==> src/rtl/core/apu_ram.sv <==
// ============================================================================
// apu_ram
// Generic single-write, single-read RAM with registered read data.
// ============================================================================
module apu_ram #(
    parameter int WIDTH = 8,
    parameter int DEPTH = 32
) (
    input  logic                                       clk,
    input  logic                                       we,
    input  logic [((DEPTH > 1) ? $clog2(DEPTH) : 1)-1:0] waddr,
    input  logic [WIDTH-1:0]                           wdata,
    input  logic [((DEPTH > 1) ? $clog2(DEPTH) : 1)-1:0] raddr,
    output logic [WIDTH-1:0]                           rdata
);

    logic [WIDTH-1:0] mem [DEPTH];
    logic [WIDTH-1:0] rdata_reg;

    always_ff @(posedge clk)
    begin
        if (we)
        begin
            mem[waddr] <= wdata;
        end
        rdata_reg <= mem[raddr];
    end

    assign rdata = rdata_reg;

endmodule
==> config.mk <==
export PLATFORM = sky130hd
export DESIGN_NAME = apu_ram
export DESIGN_NICKNAME = d
export VERILOG_FILES = /design/src/rtl/core/apu_ram.sv
export SDC_FILE = /design/constraint.sdc
export NUM_CORES = 1
export LEC_CHECK = 0
export BUFFER_PORTS_ARGS = -buffer_cell sky130_fd_sc_hd__buf_2
export CORE_MARGIN = 4
export CORE_UTILIZATION = 40
export CTS_CLUSTER_SIZE = 20
export DETAILED_ROUTE_END_ITERATION = 12
export PLACE_DENSITY = 0.61
export SLEW_MARGIN = 10
export SYNTH_ARGS = -nofsm -noshare
export SYNTH_HDL_FRONTEND = slang
export SYNTH_SLANG_ARGS = --single-unit
==> constraint.sdc <==
create_clock -name clk -period 2.8 [get_ports clk]
set_input_delay 0.28 -clock clk [delete_from_list [all_inputs] [get_ports clk]]
set_output_delay 0.28 -clock clk [all_outputs]
set_load 0.05 [all_outputs]
==> impl_metrics.toml, run 1 <==
[status]
status = "complete, no violations"

[worst_setup_path]
r2r_cells = 3
timing.rr.end = "rdata[0]"
r2r_setup_slack_ns = 0.98
crit_family = "multiplexers"
setup.worst_path.class = "reg2reg"
path_cells = "mux4_2 -> mux4_2 -> mux2_2"
crit_fanout = 1
r2r-start = "mem[21][0]"
end_kind = "flop"
path_common_cell = "mux4_2"
crit_start = "mem[21][0]"
required_ns = 3.21
crit_buf_inv = 0
critPathLaunchType = "flop"
max_stage_delay_ns = 0.54
crit_slowest_cell = "mux4_2"
arrival_ns = 2.24

[final_layout]
fillers = 2017
area.growth.synth_to_final_pct = 15.0
largest_reg_flops = 256
drive_above_1_share_pct = 36.4
final_cell_mix = "256 x edfxtp_1, 80 x mux4_2, 33 x nor2_1, 26 x buf_2, 25 x clkbuf_16"
mostFrequentLayoutCell = "edfxtp_1"
final_util_pct = 47.1
finalNetCount = 496
n_antenna_cell = 0

[cts]
cts.path.max_buffers = 3
htree_levels = 1
cts_setup_buffers = 0
hold_buffers = 0
cts.clk_slew.worst_paths_ns = 0.06
cts_buffers = 25
cts_resized = 0
cts-root-buf = "clkbuf_16"
clock_latency_ns = 0.54
clock_sinks = 264
cts_tree = "done"

[detailed_routing]
drt-pass1-iter-count = 7
drtIter0Drc = 451
ant_nets = 0
vias_per_cell = 5.47
wl_mm = 20.4
drc_errors = 0
vias = 4481
wl_per_cell_um = 24.9

[sta]
relSlewSlack_pct = 37.4
setup_viol = 0
max_slew.worst_pin.slew_ns = 0.936
period_needed_ns = 1.82
rsz0062_at_grt = "false"
finalSetupTns_ns = 0
finalMaxSlewViolations = 0
post-route-period-util_pct = 65.1
max_clock_freq_ghz = 0.548
finClkSkew_ns = 0.0226
hold_violations = 0

[floorplanning]
die_w_um = 167
core_um2 = 24500
initial_core_util_pct = 41.0
die_area_um2 = 27700
die_h_um = 167
rows = 57
pin_count = 28

[place]
io_buffers = 27
post-dp-hpwl_mm = 12.8
gp_congestion = 0.767

[synthesis]
ys_ff_latch = 264
syn_area_um2 = 10100
yosysSeqAreaShare_pct = 78.1
yosys_warnings = 0
synth_cells = 417
syn_avg_cell_area_um2 = 24.1
syn_nets = 437
synth.distinct_cells = 15

[global_route]
grt_pass1_vias = 4612
grt_max_degree = 65
antenna_found_initial = 0
grt_usage_pct = 14.9
gr-total-overflow = 0
grt_pass1_wl_mm = 31.0

[run]
cap_violations = 0

[worst_hold_path]
min_path_type = "in2reg"
min-delay-start = "raddr[3]"
worst_hold_path.num_cells = 2
min_to = "rdata[4]"

[power_and_ir_drop]
p_per_area_nw_per_um2 = 719
vdd_drop_max_mv = 0.334
leakage_nw = 3.64
[final cells by class]
| cell class | instances | area, um^2 | share of cell area (%) |
|---|---|---|---|
| multi-input cells | 133 | 2100 | 18.2 |
| repair buffers | 52 | 375 | 3.25 |
| flip-flops and latches | 264 | 7850 | 67.9 |
| clock buffers | 29 | 641 | 5.54 |
| clock inverters | 17 | 196 | 1.70 |
| well taps | 324 | 405 | 3.51 |
[how the worst max path moves through the flow]
stage / end / slack [ns] / depth (start not counted)
after floorplan: rdata[0] / 0.72 / 5
after global placement: rdata[3] / 0.47 / 5
after detailed placement: rdata[4] / 0.45 / 5
after CTS: rdata[0] / 0.97 / 3
after global routing: rdata[1] / 0.95 / 3
final: rdata[0] / 0.98 / 3
[synth_stat cells (all sizes together)]
cell / count / area, um^2
nor2: 33 / 124
nand3: 2 / 10.0
edfxtp: 256 / 7690
mux4: 80 / 1800
or3: 1 / 6.26
buf: 14 / 83.8
nand3b: 5 / 37.5
nand2: 1 / 3.75
dfxtp: 8 / 160
or3b: 3 / 26.3
mux2: 8 / 90.1
clkbuf: 6 / 22.5
[where the power goes]
part | internal (W) | leakage, nW | switching, W
logic | 0.000185 | 0.852 | 0.000284
registers | 0.00439 | 2.37 | 0.0000252
clock network | 0.00202 | 0.411 | 0.00141
[stage by stage]
stage	total power (W)	hold WS, ns	setup slack [ns]	cells	cell area, um^2
5_1_grt	0.00860	0.180	0.947	819	11600
3_3_place_gp	0.00497	0.719	0.467	773	10700
2_1_floorplan	0.00478	0.379	0.718	417	10100
4_1_cts	0.00839	0.155	0.965	819	11600
6_report	0.00832	0.188	0.977	819	11600
3_5_place_dp	0.00498	0.721	0.447	773	10700
[kinds of logic after synthesis]
| kind of cell | count (synthesis) | share of synthesized area [%] |
|---|---|---|
| flops | 264 | 78.1 |
| mux | 88 | 18.8 |
| simple gates | 45 | 2.07 |
| buf+inv | 20 | 1.06 |
[layer usage]
layer	GRT usage [%]	part of all wire, %
met2	22.8	47
met4	2.92	1.5
met3	2.61	7.1
met1	22.8	44
met5	0	0
(Power assumes the default switching activity.)
==> inputs of run 2 (changes only) <==
--- a/config.mk
+++ b/config.mk
@@ -5,12 +5,13 @@
 export SDC_FILE = /design/constraint.sdc
 export NUM_CORES = 1
 export LEC_CHECK = 0
+export ABC_AREA = 1
 export BUFFER_PORTS_ARGS = -buffer_cell sky130_fd_sc_hd__buf_2
 export CORE_MARGIN = 4
 export CORE_UTILIZATION = 40
 export CTS_CLUSTER_SIZE = 20
 export DETAILED_ROUTE_END_ITERATION = 12
-export PLACE_DENSITY = 0.61
+export PLACE_DENSITY = 0.63
 export SLEW_MARGIN = 10
 export SYNTH_ARGS = -nofsm -noshare
 export SYNTH_HDL_FRONTEND = slang
==> constraint.sdc (replaced) <==
create_clock -name clk -period 1.6 [get_ports clk]
set_input_delay 0.16 -clock clk [delete_from_list [all_inputs] [get_ports clk]]
set_output_delay 0.16 -clock clk [all_outputs]
set_load 0.05 [all_outputs]
==> run 2 against run 1 <==
  * Clock power grew 83%
  * Sequential cell count unchanged
  * Sequential share of layout area decreased by 5.1 points
  * Largest power group unchanged
  * Count of clock-buffer cells in the layout up 13
  * Power increased by 81%
  * Die area rose by 6.9%
  * First-iteration DRC count up 61%
  * Register-to-register slack worse by 0.56 ns
  * Non-clock buffer count increased by 39
  * Design area increased by 8.1%
  * Global-route usage increased by 3.3 points
  * Cell count up 65%
==> impl_metrics.toml, run 2 <==
[floorplanning]
die_w_um = 172
pin_count = 28
die_area_um2 = 29700
rows = 59
die_h_um = 172
initial_core_util_pct = 41.0
core_um2 = 26300

[worst_setup_path]
crit_buf_inv = 1
r2r_setup_slack_ns = 0.42
timing.rr.end = "rdata[6]"
setup.worst_path.class = "reg2out"
r2r-start = "mem[1][6]"
critPathLaunchType = "flop"
crit_slowest_cell = "dfxtp_1"
end_kind = "primary output"
r2r_cells = 8
crit_fanout = 1
path_cells = "buf_2"
arrival_ns = 1.28
required_ns = 1.44
max_stage_delay_ns = 0.43
crit_family = "flip-flops"

[power_and_ir_drop]
power.total_w = 0.0151
leakage_nw = 4.72
p_per_area_nw_per_um2 = 1200
vdd_drop_max_mv = 0.781

[synthesis]
yosys-top-cells-area = "edfxtp_1 71%, nand2_1 13%, nand3_1 9.5%, buf_6 2.5%, dfxtp_1 1.5%"
syn_area_um2 = 10800
yosysMostFrequentCell = "nand2_1"
synth_largest_area_cell = "edfxtp_1"
syn_avg_cell_area_um2 = 11.7
yosys_most_used_dff = "edfxtp_1"
ys_ff_latch = 264
synth.distinct_cells = 12
syn_nets = 942
yosysSeqAreaShare_pct = 72.8
ys_async_sr_fraction_pct = 0
ys_top_cells_by_count = "360 x nand2_1, 256 x edfxtp_1, 204 x nand3_1"
yosys_warnings = 0
synth-edff-count = 256
synth_top_area_share_pct = 71.3
synth_cells = 922

[place]
post-dp-hpwl_mm = 15.9
gp_congestion = 0.831
io_buffers = 27
dp_slack_ns = 0.0847

[detailed_routing]
vias = 7085
ant_nets = 0
wl_mm = 26.5
drt-pass1-iter-count = 7
drc_errors = 0
wl_per_cell_um = 19.7
vias_per_cell = 5.26
drtIter0Drc = 727

[sta]
finalMaxSlewViolations = 0
setup_viol = 0
post-route-period-util_pct = 90.2
period_needed_ns = 1.44
max_slew.worst_pin.slew_ns = 0.599
finClkSkew_ns = 0.0134
whs_ns = 0.0828
relSlewSlack_pct = 60.1
hold_violations = 0
finalSetupTns_ns = 0
rsz0062_at_grt = "false"
max_clock_freq_ghz = 0.693
timing.final.ws_setup_ns = 0.156

[final_layout]
final_cell_mix = "360 x nand2_1, 256 x edfxtp_1, 204 x nand3_1, 50 x buf_4, 32 x nor2_1"
n_antenna_cell = 0
mostFrequentLayoutCell = "nand2_1"
drive_above_1_share_pct = 13.4
finalNetCount = 1011
fillers = 2373
multi_input_area_um2 = 2490
area.growth.synth_to_final_pct = 15.9
largest_reg_flops = 256
register_area_um2 = 7850

[cts]
cts-root-buf = "clkbuf_16"
clock_sinks = 264
cts_tree = "done"
clock_latency_ns = 0.54
cts_buffers = 28
cts_resized = 0
htree_levels = 1
cts.clk_slew.worst_paths_ns = 0.06
cts.path.max_buffers = 3

[global_route]
grt_pass1_vias = 7076
grt_max_degree = 50
grt_usage_pct = 18.2
gr-total-overflow = 0
grt_pass1_wl_mm = 40.9
antenna_found_initial = 1

[worst_hold_path]
min_to = "mem[19][3]"
min_path_type = "in2reg"
min-delay-start = "wdata[3]"
worst_hold_path.num_cells = 2

[run]
cap_violations = 0

[status]
status = "complete, no violations"
==> run 2: worst max path at each step <==
stage / from / to / slack, ns / cells past startpoint
floorplan: waddr[0] / mem[0][0] / 0.41 / 3
global placement: raddr[0] / rdata[6] / 0.08 / 11
detailed placement: raddr[0] / rdata[6] / 0.08 / 11
CTS: rdata[6] / rdata[6] / 0.13 / 1
global route: rdata[6] / rdata[6] / 0.09 / 1
finish: rdata[6] / rdata[6] / 0.16 / 1
==> run 2: cell families (layout without fill, tap and decap cells) <==
| logic type | after synthesis | count (layout) | synth area share [%] |
|---|---|---|---|
| buffers and inverters | 62 | 153 | 4.14 |
| flip-flops | 264 | 264 | 72.8 |
| AND/OR/NAND/NOR | 596 | 596 | 23.1 |
==> run 2: stage by stage <==
| stage | utilization, % | cell area, um^2 | std cells |
|---|---|---|---|
| floorplan | - | 10800 | 922 |
| global placement | 44.1 | 11600 | 1295 |
| detailed placement | 44.1 | 11600 | 1295 |
| CTS | 47.6 | 12500 | 1348 |
| global route | 47.6 | 12500 | 1348 |
| finish | 47.6 | 12500 | 1348 |
==> run 2: cell type report <==
type                            count  share of cell area, %
Inverter                           10                  0.320
Sequential cell                   264                   62.8
Clock buffer                       42                   6.60
Clock inverter                     10                  0.621
Timing Repair Buffer               91                   6.37
Multi-Input combinational cell    596                   19.9
Tap cell                          335                   3.35
==> run 2: per-layer routing <==
layer / vias up / GRT usage (%) / share of wire, %
met1: 3439 / 26.1 / 44
met5: - / 0 / 0.060
li1: 3336 / - / -
met2: 257 / 29.0 / 47
met4: 2 / 4.44 / 2.3
met3: 51 / 3.11 / 7.1
==> run 2: repair_timing <==
item / 4_1_cts / 5_1_grt
hold buffers: 1 / 0
setup buffers: 0 / 0
endpoints found under the hold margin: 8 / 0
==> run 2: power breakdown <==
part / total (W) / internal, W / leakage, nW / switching [W]
clock: 0.00626 / 0.00370 / 0.448 / 0.00256
sequential: 0.00773 / 0.00769 / 2.37 / 0.0000422
combinational: 0.00107 / 0.000305 / 1.90 / 0.000760
total: 0.0151 / 0.0117 / 4.72 / 0.00336
